===== src/design/rppe_pkg.sv =====
// Package for the rotating P+Q parity engine: sizes, the queue word type and
// the GF(2^8) and row-rotation helper functions. No dependencies.
package rppe_pkg;

	localparam int MAX_DATA_DISKS = 8;
	localparam int PARITY_DISKS   = 2;
	localparam int FIFO_DEPTH     = 2;
	localparam int FIFO_PTR_W     = $clog2(FIFO_DEPTH);
	localparam int FIFO_CNT_W     = $clog2(FIFO_DEPTH + 1);

	localparam logic [1:0] REG_DATA_DISKS  = 2'd0;
	localparam logic [1:0] REG_Q_COEFS     = 2'd1;
	localparam logic [1:0] REG_ERASED_DISK = 2'd2;

	localparam logic CMD_ENCODE  = 1'b0;
	localparam logic CMD_REBUILD = 1'b1;

	localparam logic [8:0] GF_POLY = 9'h11D;

	// One classified word as it travels from the front to the back.
	typedef struct packed {
		logic       cmd;
		logic       last;
		logic       add_xor;
		logic       add_ws;
		logic       q_erased;
		logic [7:0] coef;
		logic [7:0] data;
		logic [3:0] p_disk;
		logic [3:0] q_disk;
	} rppe_item_t;

	function automatic logic [7:0] gf_mul(input logic [7:0] a, input logic [7:0] b);
		logic [8:0] x;
		logic [7:0] acc;
		x   = {1'b0, a};
		acc = 8'h00;
		for (int n = 0; n < 8; n++) begin
			if (b[n]) begin
				acc = acc ^ x[7:0];
			end
			x = {x[7:0], 1'b0};
			if (x[8]) begin
				x = x ^ GF_POLY;
			end
		end
		return acc;
	endfunction

	// Row modulo k, with row below 8 and k at least 2: three subtractions suffice.
	function automatic logic [2:0] row_mod(input logic [2:0] row, input logic [3:0] k);
		logic [3:0] r;
		r = {1'b0, row};
		for (int n = 0; n < 3; n++) begin
			if (r >= k) begin
				r = r - k;
			end
		end
		return r[2:0];
	endfunction

endpackage


===== src/design/rppe_front.sv =====
// Front end of the parity engine: holds the configuration registers and
// classifies each accepted word into a queue word. Depends on rppe_pkg.
module rppe_front (
	input  logic              clk,
	input  logic              arst_n,
	input  logic              cfg_wr_en,
	input  logic [1:0]        cfg_index,
	input  logic [63:0]       cfg_wdata,
	input  logic              cmd,
	input  logic [2:0]        row,
	input  logic [3:0]        disk,
	input  logic [7:0]        byte_in,
	input  logic              last,
	output rppe_pkg::rppe_item_t item
);
	import rppe_pkg::*;

	logic [3:0]  data_disks_q;
	logic [63:0] q_coefs_q;
	logic [3:0]  erased_disk_q;

	logic [3:0] k;
	logic [2:0] r;
	logic [3:0] pd;
	logic [3:0] qd;
	logic [3:0] idx;
	logic       enc_ok;
	logic       reb_ok;

	always_ff @(posedge clk or negedge arst_n) begin
		if (!arst_n) begin
			data_disks_q  <= 4'd4;
			q_coefs_q     <= '0;
			erased_disk_q <= '0;
		end else if (cfg_wr_en) begin
			unique case (cfg_index)
				REG_DATA_DISKS:  data_disks_q  <= cfg_wdata[3:0];
				REG_Q_COEFS:     q_coefs_q     <= cfg_wdata;
				REG_ERASED_DISK: erased_disk_q <= cfg_wdata[3:0];
				default: ;
			endcase
		end
	end

	always_comb begin
		if (data_disks_q < 4'd2) begin
			k = 4'd2;
		end else if (data_disks_q > 4'(MAX_DATA_DISKS)) begin
			k = 4'(MAX_DATA_DISKS);
		end else begin
			k = data_disks_q;
		end
		r  = row_mod(row, k);
		pd = k - {1'b0, r};
		qd = pd + 4'd1;

		enc_ok = (disk < k);
		reb_ok = (disk < k + 4'(PARITY_DISKS)) && (disk != erased_disk_q) && (disk != qd);

		// Data disks past the P disk sit two places further along.
		if (cmd == CMD_ENCODE || disk < pd) begin
			idx = disk;
		end else begin
			idx = disk - 4'(PARITY_DISKS);
		end

		item.cmd      = cmd;
		item.last     = last;
		item.data     = byte_in;
		item.p_disk   = pd;
		item.q_disk   = qd;
		item.q_erased = (erased_disk_q == qd);
		item.coef     = q_coefs_q[idx[2:0] * 8 +: 8];
		if (cmd == CMD_ENCODE) begin
			item.add_xor = enc_ok;
			item.add_ws  = enc_ok;
		end else begin
			item.add_xor = reb_ok;
			item.add_ws  = reb_ok && (disk != pd);
		end
	end

endmodule


===== src/design/rppe_fifo.sv =====
// Short register queue that decouples the classifying front from the
// accumulating back. Depends on rppe_pkg.
module rppe_fifo (
	input  logic              clk,
	input  logic              arst_n,
	input  logic              push,
	input  rppe_pkg::rppe_item_t push_item,
	input  logic              pop,
	output logic              full,
	output logic              not_empty,
	output rppe_pkg::rppe_item_t head
);
	import rppe_pkg::*;

	rppe_item_t            mem_q [FIFO_DEPTH];
	logic [FIFO_PTR_W-1:0] wr_ptr_q;
	logic [FIFO_PTR_W-1:0] rd_ptr_q;
	logic [FIFO_CNT_W-1:0] count_q;

	function automatic logic [FIFO_PTR_W-1:0] next_ptr(input logic [FIFO_PTR_W-1:0] p);
		if (p == FIFO_PTR_W'(FIFO_DEPTH - 1)) begin
			return '0;
		end
		return p + FIFO_PTR_W'(1);
	endfunction

	assign full      = (count_q == FIFO_CNT_W'(FIFO_DEPTH));
	assign not_empty = (count_q != '0);
	assign head      = mem_q[rd_ptr_q];

	always_ff @(posedge clk) begin
		if (push) begin
			mem_q[wr_ptr_q] <= push_item;
		end
	end

	always_ff @(posedge clk or negedge arst_n) begin
		if (!arst_n) begin
			wr_ptr_q <= '0;
			rd_ptr_q <= '0;
			count_q  <= '0;
		end else begin
			if (push) begin
				wr_ptr_q <= next_ptr(wr_ptr_q);
			end
			if (pop) begin
				rd_ptr_q <= next_ptr(rd_ptr_q);
			end
			if (push && !pop) begin
				count_q <= count_q + FIFO_CNT_W'(1);
			end else if (pop && !push) begin
				count_q <= count_q - FIFO_CNT_W'(1);
			end
		end
	end

endmodule


===== src/design/rppe_back.sv =====
// Back end of the parity engine: multiplies each queued byte by its Q
// coefficient, keeps the running sums and drives the result register.
// Depends on rppe_pkg.
module rppe_back (
	input  logic              clk,
	input  logic              arst_n,
	input  logic              head_valid,
	input  rppe_pkg::rppe_item_t head,
	output logic              pop,
	output logic              out_valid,
	input  logic              out_stall,
	output logic [7:0]        p_value,
	output logic [7:0]        q_value,
	output logic [3:0]        p_disk,
	output logic [3:0]        q_disk,
	output logic [7:0]        rebuilt
);
	import rppe_pkg::*;

	logic [7:0] data_xor_q;
	logic [7:0] weighted_sum_q;
	logic       out_valid_q;
	logic [7:0] p_value_q;
	logic [7:0] q_value_q;
	logic [3:0] p_disk_q;
	logic [3:0] q_disk_q;
	logic [7:0] rebuilt_q;

	logic [7:0] xor_next;
	logic [7:0] ws_next;
	logic       out_free;
	logic       emit;

	assign out_free = !out_valid_q || !out_stall;
	assign pop      = head_valid && (!head.last || out_free);
	assign emit     = pop && head.last;

	always_comb begin
		xor_next = data_xor_q ^ (head.add_xor ? head.data : 8'h00);
		ws_next  = weighted_sum_q ^ (head.add_ws ? gf_mul(head.data, head.coef) : 8'h00);
	end

	always_ff @(posedge clk or negedge arst_n) begin
		if (!arst_n) begin
			data_xor_q     <= '0;
			weighted_sum_q <= '0;
			out_valid_q    <= 1'b0;
		end else begin
			if (pop) begin
				data_xor_q     <= head.last ? 8'h00 : xor_next;
				weighted_sum_q <= head.last ? 8'h00 : ws_next;
			end
			if (emit) begin
				out_valid_q <= 1'b1;
			end else if (!out_stall) begin
				out_valid_q <= 1'b0;
			end
		end
	end

	always_ff @(posedge clk) begin
		if (emit) begin
			p_disk_q <= head.p_disk;
			q_disk_q <= head.q_disk;
			if (head.cmd == CMD_ENCODE) begin
				p_value_q <= xor_next;
				q_value_q <= ws_next;
				rebuilt_q <= 8'h00;
			end else begin
				p_value_q <= 8'h00;
				q_value_q <= 8'h00;
				rebuilt_q <= head.q_erased ? ws_next : xor_next;
			end
		end
	end

	assign out_valid = out_valid_q;
	assign p_value   = p_value_q;
	assign q_value   = q_value_q;
	assign p_disk    = p_disk_q;
	assign q_disk    = q_disk_q;
	assign rebuilt   = rebuilt_q;

endmodule


===== src/design/rotating_pq_parity_engine.sv =====
// Rotating P+Q parity engine: one disk byte word in per cycle while in_stall is low, P/Q or a rebuilt byte out.
// The back end loads a position's result into the output register when it pops the
// position's last word from the queue, which it does only while the output is free.
// Throughput: one word per cycle unless the queue fills; the GF multiply and accumulate is combinational.
// Reset (arst_n, asynchronous, active low) empties the queue and the output register,
// clears the running sums and sets data_disks to 4 and the other registers to zero.
module rotating_pq_parity_engine (
	input  logic        clk,
	input  logic        arst_n,
	input  logic        cfg_wr_en,
	input  logic [1:0]  cfg_index,
	input  logic [63:0] cfg_wdata,
	input  logic        in_valid,
	output logic        in_stall,
	input  logic        cmd,
	input  logic [2:0]  row,
	input  logic [3:0]  disk,
	input  logic [7:0]  byte_in,
	input  logic        last,
	output logic        out_valid,
	input  logic        out_stall,
	output logic [7:0]  p_value,
	output logic [7:0]  q_value,
	output logic [3:0]  p_disk,
	output logic [3:0]  q_disk,
	output logic [7:0]  rebuilt
);
	import rppe_pkg::*;

	rppe_item_t front_item;
	rppe_item_t head_item;
	logic       fifo_full;
	logic       fifo_not_empty;
	logic       push;
	logic       pop;

	// The front works out the rotated parity placement for the word's row and
	// decides which sums the word feeds; nothing here waits on the back end.
	rppe_front u_front (
		.clk       (clk),
		.arst_n    (arst_n),
		.cfg_wr_en (cfg_wr_en),
		.cfg_index (cfg_index),
		.cfg_wdata (cfg_wdata),
		.cmd       (cmd),
		.row       (row),
		.disk      (disk),
		.byte_in   (byte_in),
		.last      (last),
		.item      (front_item)
	);

	// A word is taken whenever the queue has room, so the input side keeps
	// running while a finished result still waits at the output.
	assign in_stall = fifo_full;
	assign push     = in_valid && !fifo_full;

	rppe_fifo u_fifo (
		.clk       (clk),
		.arst_n    (arst_n),
		.push      (push),
		.push_item (front_item),
		.pop       (pop),
		.full      (fifo_full),
		.not_empty (fifo_not_empty),
		.head      (head_item)
	);

	// The back consumes ordinary words freely and holds a closing word only
	// while the output register is occupied and stalled.
	rppe_back u_back (
		.clk        (clk),
		.arst_n     (arst_n),
		.head_valid (fifo_not_empty),
		.head       (head_item),
		.pop        (pop),
		.out_valid  (out_valid),
		.out_stall  (out_stall),
		.p_value    (p_value),
		.q_value    (q_value),
		.p_disk     (p_disk),
		.q_disk     (q_disk),
		.rebuilt    (rebuilt)
	);

endmodule


===== config.mk =====
export PLATFORM = sky130hd
export DESIGN_NAME = rotating_pq_parity_engine
export DESIGN_NICKNAME = d
export VERILOG_FILES = /design/src/design/rppe_pkg.sv /design/src/design/rppe_front.sv /design/src/design/rppe_fifo.sv /design/src/design/rppe_back.sv /design/src/design/rotating_pq_parity_engine.sv
export SDC_FILE = /design/constraint.sdc
export NUM_CORES = 1
export LEC_CHECK = 0
export BUFFER_PORTS_ARGS = -buffer_cell sky130_fd_sc_hd__buf_2
export CORE_UTILIZATION = 50
export CTS_CLUSTER_DIAMETER = 200
export DETAILED_ROUTE_END_ITERATION = 10
export HOLD_SLACK_MARGIN = 0.02
export PLACE_DENSITY = 0.75
export REMOVE_ABC_BUFFERS = 1
export SYNTH_ARGS = -nofsm -noshare
export SYNTH_HDL_FRONTEND = slang
export SYNTH_HIERARCHICAL = 1
export SYNTH_SLANG_ARGS = --single-unit

===== constraint.sdc =====
create_clock -name clk -period 14.1 [get_ports clk]
set_input_delay 0 -clock clk [delete_from_list [all_inputs] [get_ports clk]]
set_output_delay 0 -clock clk [all_outputs]
set_load 0.05 [all_outputs]

# Word-level counts from Yosys, hierarchy flattened
# Memories as Yosys holds them, arrays and structs flattened.
# Index checks and enable logic that the tools add are counted.
[classes] add_sub_neg=11 bitwise_logic=17 muxes=41 eq_ne=8 n_shift=1 order_cmp=8 n_reduce_logical=23
[op_table] cell="$mux 8" count=13
[op_table] cell="$xor 8x8->8" count=9
[op_table] cell="$shiftx 64x7->8" count=1
[op_table] cell="$mux 5" count=7
[op_table] cell="$not 4->4" count=7
[op_table] cell="$mux 4" count=4
[op_table] cell="$lt 4x4->1" count=3
[op_table] cell="$mux 1" count=12
[op_table] cell="$ne 4x4->1" count=3
[op_table] cell="$ge 4x4->1" count=2
[op_table] cell="$logic_and 1x1->1" count=8
[op_table] cell="$logic_not 1->1" count=6
[op_table] cell="$mux 2" count=3
[op_table] cell="$mux 3" count=2
[op_table] cell="$reduce_and 2->1" count=3
[op_table] cell="$add 4x1->4 const B" count=1
[op_table] cell="$add 4x2->4 const B" count=1
[op_table] cell="$eq 2x2->1 const B" count=2
[op_table] cell="$eq 4x4->1" count=1
[op_table] cell="$ge 3x4->1" count=1
[op_table] cell="$gt 4x4->1 const B" count=1
[op_table] cell="$lt 4x2->1 const B" count=1
[op_table] cell="$reduce_bool 2->1" count=2
[op_table] cell="$sub 3x4->4" count=1
[op_table] cell="12 further kinds" count=15
[totals] word_cells=124 in_bits=88 ff_bits=125 mem_bits_rw=58 memories=1
[memory_table] name="u_fifo.mem_q" depth=2 width=29 read_ports=1 rd_ports_with_merged_regs=0 wr=1 line="rppe_fifo.sv:15" source="rppe_item_t mem_q [FIFO_DEPTH];"

# Depth between registers and ports, before layout
# Gate-level depths: netlist of the first run.
# An unclocked memory read counts as a cell.
[depth] word_depth=20 mapped_depth=33 ltp_nobuf=32

# By module
# The synthesis of the first run kept the hierarchy.
[by_module_without_submodules] mod="rppe_front" area_per_inst_um2=5004.8 cells_per_inst=431 n_inst=1 seq_area_each_um2=1803.0
[by_module_without_submodules] mod="rppe_back" area_per_inst_um2=3392.0 cells_per_inst=353 n_inst=1 seq_area_each_um2=1386.3
[by_module_without_submodules] mod="rppe_fifo" area_per_inst_um2=2399.8 cells_per_inst=106 n_inst=1 seq_area_each_um2=1841.8
[by_module_without_submodules] mod="rotating_pq_parity_engine" area_per_inst_um2=13.8 cells_per_inst=1 n_inst=1 seq_area_each_um2=0.0

# Worst setup path after synthesis of the first run
# Ideal clock, no wire load.
[synth_timing] path_kind="flip-flop to flip-flop" from="register u_front.data_disks_q[3]" to="memory u_fifo/mem_q[0][17] (netlist bit), data pin" arrival_ns=7.152 path_stages_with_launch=30 synth_period_minus_slack_ns=7.411 setup_slack_ns=6.689 required_time_ns=13.841 path_buffers=1 cell_sequence="dfrtp_1 a21oi_1 inv_1 ha_1 nand2_1 a311oi_4 mux2i_1 inv_1 ha_1 inv_1 fa_1 a21oi_1 o21ai_1 mux2_2 ha_1 a21oi_1 o21ai_1 mux2i_1 fa_1 inv_1 ha_1 nor2b_1 o21ai_0 o21a_1 maj3_2 nand2b_4 buf_2 mux4_2 o22ai_1 nor2_1"
[synth_lines] element="start, declared" line="rppe_front.sv:18" source="logic [3:0] data_disks_q;"
[synth_lines] element="start signal, assigned" line="rppe_front.sv:37" source="REG_DATA_DISKS: data_disks_q <= cfg_wdata[3:0];"
[synth_lines] element="end, declared" line="rppe_fifo.sv:15"

==> flow_summary.yaml, run 1 <==
sta:
  timing_worst_slew_pin_value_ns: 0.962
  rsz0062_at_grt: "false"
  finalSetupTns_ns: 0
  timing.final.crit_period_ns: 8.67
  fin_skew_ns: 0.00954
  final-setup-viol-count: 0
  clock.fmax_ghz: 0.115
  slew_headroom: 0.358
  hold_viol: 0
  fin_crit_sh: 0.615
  drv_slew: 0
cells_and_area:
  area_delta_synth_final_pct: 19.4
  layout_commonest_cell: "buf_2"
  drive_gt1_frac: 0.297
  fin_nets: 1177
  layout_common_cells: "buf_2, nand2_1, dfrtp_1"
  antenna_cells: 0
routing:
  drc: 0
  wl_per_cell_um: 17.5
  vias: 7500
  drt_iter0_drc: 492
  firstDrtPassIters: 5
  drtAntennaViolNets: 0
  routed_wl_mm: 23.6
  vias_per_cell: 5.56
critical_path:
  arrival_ns: 8.85
  worst_setup_path_end_kind: "flop"
  critical-path-max-stage-delay_ns: 0.58
  start_kind: "flop"
  critPathRequiredTime_ns: 14.28
  cp_slowest_cell: "a21oi_1"
  rr_worst_depth: 28
  critPathKind: "reg2reg"
  crit_path_max_fanout: 31
  crit_family: "compound AO/OA/AOI/OAI gates"
  rrSetupSlack_ns: 5.43
  path_depth: 28
  critPathBufInv: 4
clocking:
  clock_latency_ns: 0.44
  clkTransAtPathRegs_ns: 0.08
  clock-sinks: 183
  cts-resized-gates: 0
  root_buffer: "clkbuf_16"
  numCtsBuffers: 17
  cts_setup_buffers: 0
  cts_tree: "built"
  clockBufferDepth: 2
  cts-htree-levels: 4
synthesis:
  netlist_top_cells_area: "edfxtp_1, dfrtp_1, mux2_2, xnor2_1, mux2_4"
  synth_cell_types: 72
  yosysWarnings: 6
  synth_mux_area_frac: 0.175
  synth_top_family_by_area: "multiplexers"
  synthAdderAreaFrac: 0.0374
  synth_cells: 891
  synthFlopType: "dfrtp_1"
  yosys.area_share.simple: 0.0865
  synth-compound-area-share: 0.0813
  synth_area_per_cell_um2: 12.1
  yosysSeqAreaShare: 0.465
  async_flop_share: 0.508
  yosys.area_share.xor_xnor: 0.112
  netlist_area_um2: 10800
  yosysTopAreaCellShare: 0.250
  synth-edff-count: 90
  synth.ff_latch_count: 183
  synth_top_area_cell: "edfxtp_1"
global_route:
  grt_max_degree: 65
  track_usage: 0.224
  grt_first_pass_wirelength_mm: 38.7
  antenna_found_initial: 0
  overflow: 0
  grt_pass1_vias: 7609
place:
  port_buffers: 121
  gp_congestion: 0.819
  dp_hpwl_mm: 15.3
die:
  dieArea_um2: 22200
  core_area_um2: 21100
  ios: 122
  fp-row-count: 53
  start_util: 0.513
  die_h_um: 149
  die_w_um: 149
job:
  maxCapViolCount: 0
worst_hold_path:
  hold_class: "in2async"
run_status:
  run_status: "completed"
## flip-flops by register name, indices dropped and copies added (netlist names), 8 cells and up
signal and flops:
u_front/q_coefs_q 64, u_fifo/mem_q 58, u_back/data_xor_q 8, u_back/p_value 8, u_back/q_value 8, u_back/rebuilt 8
u_back/weighted_sum_q 8
## worst register-to-register path, delay by kind of cell (launching register included)
family	cells	cell delay, ns
AO/OA/AOI/OAI	8	2.47
adder cells (fa/ha/maj)	7	2.18
buffers and inverters	4	0.61
flip-flops	1	0.48
multiplexers	4	1.71
AND/OR/NAND/NOR	5	0.97
## cell families after synthesis
family	after synthesis
and+or+nand+nor	195
DFF	183
muxes	143
AOI/OAI and AO/OA	133
xor gates and xnor gates	113
buffers and inverters	94
adders and majority gates	30
## worst paths after layout
kind	end	start
worst max register to register	u_fifo/mem_q[0][20]	u_front/data_disks_q[3]
worst min-delay path	u_front/data_disks_q[0]	arst_n
max in group asynchronous	u_front/q_coefs_q[35]	arst_n
min in group clk	u_front/erased_disk_q[2]	cfg_wr_en
worst max-delay path	u_fifo/mem_q[0][20]	u_front/data_disks_q[3]
worst min register to register	u_fifo/count_q[1]	u_fifo/count_q[1]
## stage by stage
stage	hold WS [ns]	instance area, um^2	cells	worst slack [ns]	utilization
final	0.0635	12900	1348	5.43	0.612
after floorplan	-0.296	10500	831	6.65	-
after global placement	-0.00125	11500	1234	5.98	0.545
after CTS	0.0631	12900	1348	5.52	0.612
after detailed placement	0.00402	11500	1234	5.65	0.545
after global routing	0.0897	12900	1348	4.87	0.612
## layout make-up
cell class	count	area, um^2
timing repair buffer	210	1480
clock buffer	18	450
inverter	34	128
sequential	183	5030
tap	275	344
fill	1629	8180
clock inverter	14	148
multi-input combinational	614	5330
## cell usage after synthesis (5+ instances only)
cell type   n
edfxtp_1   90
o31ai_1    12
nor3_1      7
a22o_1      5
mux2_4     29
dfrtp_1    92
a21oi_1    34
mux4_2     17
o21ai_0    34
xor2_1     38
o22ai_1     5
buf_6       5
a221oi_1    8
nor2b_1     8
ha_1       25
nand2_1    98
mux2_2     86
xnor2_1    57
mux2i_1    11
nand2b_1    6
inv_1      32
buf_2      10
a21o_1      5
and2_1      5
buf_4      14
clkbuf_1   27
a211oi_1    5
nor2_1     35
xnor3_1    10
## repair_timing
| item | 4_1_cts | 5_1_grt |
|---|---|---|
| endpoints found under the hold margin | 130 | 0 |
| hold buffers | 82 | 0 |
| setup endpoints to repair | 0 | 0 |
## per-layer routing
| layer | global-route usage | wire length, um | vias to the layer above |
|---|---|---|---|
| li1 | - | - | 3515 |
| met1 | 0.293 | 10000 | 3692 |
| met2 | 0.380 | 11900 | 264 |
| met3 | 0.0434 | 1450 | 29 |
| met4 | 0.0577 | 308 | 0 |
| met5 | 0 | 0 | - |
Power of run 1 is not shown: default switching activity piles up to over one toggle a cycle in this logic, so the estimate is an artifact.
==> run 2: changes to the inputs <==
clock period = 8.3 ns   (was 14.1 ns; I/O delays follow)
==> run 2 against run 1 <==
  * Register-to-register slack worse by 4.9 ns
  * Count of clock-buffer cells in the layout down 1
  * Via count up 0.53%
  * Wire length up 2.2%
  * Die area unchanged
  * Worst hold slack worse by 0.018 ns
  * Sequential share of layout area down 0.15 points
  * First-iteration DRC count down 12%
==> flow_summary.yaml, run 2 (synthesized netlist as in run 1, its figures left out) <==
routing:
  routed_wl_mm: 24.2
  drtAntennaViolNets: 0
  drc: 0
  vias: 7540
  drt_iter0_drc: 433
  wl_per_cell_um: 17.9
  firstDrtPassIters: 5
  vias_per_cell: 5.59
critical_path:
  critPathBufInv: 4
  rr_worst_depth: 28
  rrSetupSlack_ns: 0.51
  crit_family: "adder cells"
  start_kind: "flop"
  crit_path_max_fanout: 15
  reg2reg_to: "u_fifo/mem_q[1][22]"
  critical-path-max-stage-delay_ns: 0.64
  cp_slowest_cell: "fa_1"
  critPathRequiredTime_ns: 8.49
  timing.rr.start: "u_front/data_disks_q[3]"
  critPathKind: "reg2reg"
  cp-endpoint: "u_fifo/mem_q[1][22]"
  arrival_ns: 7.98
  cp-startpoint: "u_front/data_disks_q[3]"
  worst_setup_path_end_kind: "flop"
  path_depth: 28
clocking:
  root_buffer: "clkbuf_16"
  clockBufferDepth: 2
  numCtsBuffers: 17
  clkTransAtPathRegs_ns: 0.08
  clock-sinks: 183
  cts_tree: "built"
  clock_latency_ns: 0.44
  cts_setup_buffers: 0
  cts-htree-levels: 4
sta:
  timing.final.crit_period_ns: 7.79
  drv_slew: 0
  clock.fmax_ghz: 0.128
  hold_viol: 0
  slew_headroom: 0.354
  finalSetupTns_ns: 0
  fin_crit_sh: 0.938
  rsz0062_at_grt: "false"
  timing_worst_slew_pin_value_ns: 0.969
  fin_skew_ns: 0.0112
  final-setup-viol-count: 0
die:
  dieArea_um2: 22200
  die_h_um: 149
  start_util: 0.513
  core_area_um2: 21100
  ios: 122
  fp-row-count: 53
  die_w_um: 149
worst_hold_path:
  hold_class: "in2async"
cells_and_area:
  antenna_cells: 0
  layout_common_cells: "buf_2, nand2_1, dfrtp_1"
  largestRegisters: "u_front/q_coefs_q (64), u_fifo/mem_q (58)"
  fin_nets: 1179
  layout_commonest_cell: "buf_2"
  largest-register: "u_front/q_coefs_q"
  drive_gt1_frac: 0.305
  largest_reg_flops: 64
  area_delta_synth_final_pct: 19.9
global_route:
  antenna_found_initial: 0
  grt_first_pass_wirelength_mm: 39.1
  grt_max_degree: 70
  grt_pass1_vias: 7703
  track_usage: 0.226
  overflow: 0
place:
  dp_hpwl_mm: 15.6
  port_buffers: 121
  gp_congestion: 0.835
run_status:
  run_status: "completed"
job:
  maxCapViolCount: 0
[run 2: cell count changes in the layout (fill, tap and decap cells not counted), sizes merged]
cell         previous run  this run
buf                   128       132
clkbuf                 18        17
clkinv                  4        10
clkinvlp                2         0
dlygate4sd3            82        79
inv                    42        39
nand2b                  7         8
[run 2: layout make-up]
class | count | area [um^2]
multi-input cells | 615 | 5350
well taps | 275 | 344
inverters | 34 | 128
clock buffers | 17 | 425
flip-flops and latches | 183 | 5030
clock inverters | 15 | 185
repair buffers | 211 | 1490
fillers | 1639 | 8130
[run 2: what timing repair did]
item	4_1_cts	5_1_grt
endpoints found under the setup margin	0	16
gates resized for setup	0	4
endpoints found under the hold margin	118	0
hold buffers	80	0
[run 2: worst min path at each step]
stage,endpoint,cells after the start,slack [ns]
floorplan,u_back/data_xor_q[0],0,-0.30
global placement,u_front/data_disks_q[0],1,-0.07
detailed placement,u_front/data_disks_q[0],1,-0.07
CTS,u_front/data_disks_q[0],3,0.04
global route,u_front/data_disks_q[2],2,0.05
finish,u_front/data_disks_q[0],3,0.05
[run 2: per-stage QoR]
stage	cells	cell area (um^2)	utilization	hold WS, ns	setup slack, ns
after floorplan	831	10500	-	-0.296	0.847
after global placement	1237	11500	0.546	-0.0718	0.522
after detailed placement	1237	11500	0.546	-0.0658	0.250
after CTS	1349	12900	0.614	0.0411	0.177
after global routing	1350	13000	0.615	0.0485	0.0447
final	1350	13000	0.615	0.0451	0.514
[run 2: routing by layer]
metal / vias up / share of wire / global-route usage
met2: 222 / 0.51 / 0.390
met1: 3755 / 0.43 / 0.287
met3: 46 / 0.046 / 0.0428
li1: 3517 / - / -
met4: 0 / 0.017 / 0.0704
met5: - / 0 / 0
[run 2: worst min-delay path, delay by kind of cell]
family	cells	cell delay, ns
buffers and inverters	3	0.84
Power of run 2 is left out for the same reason.
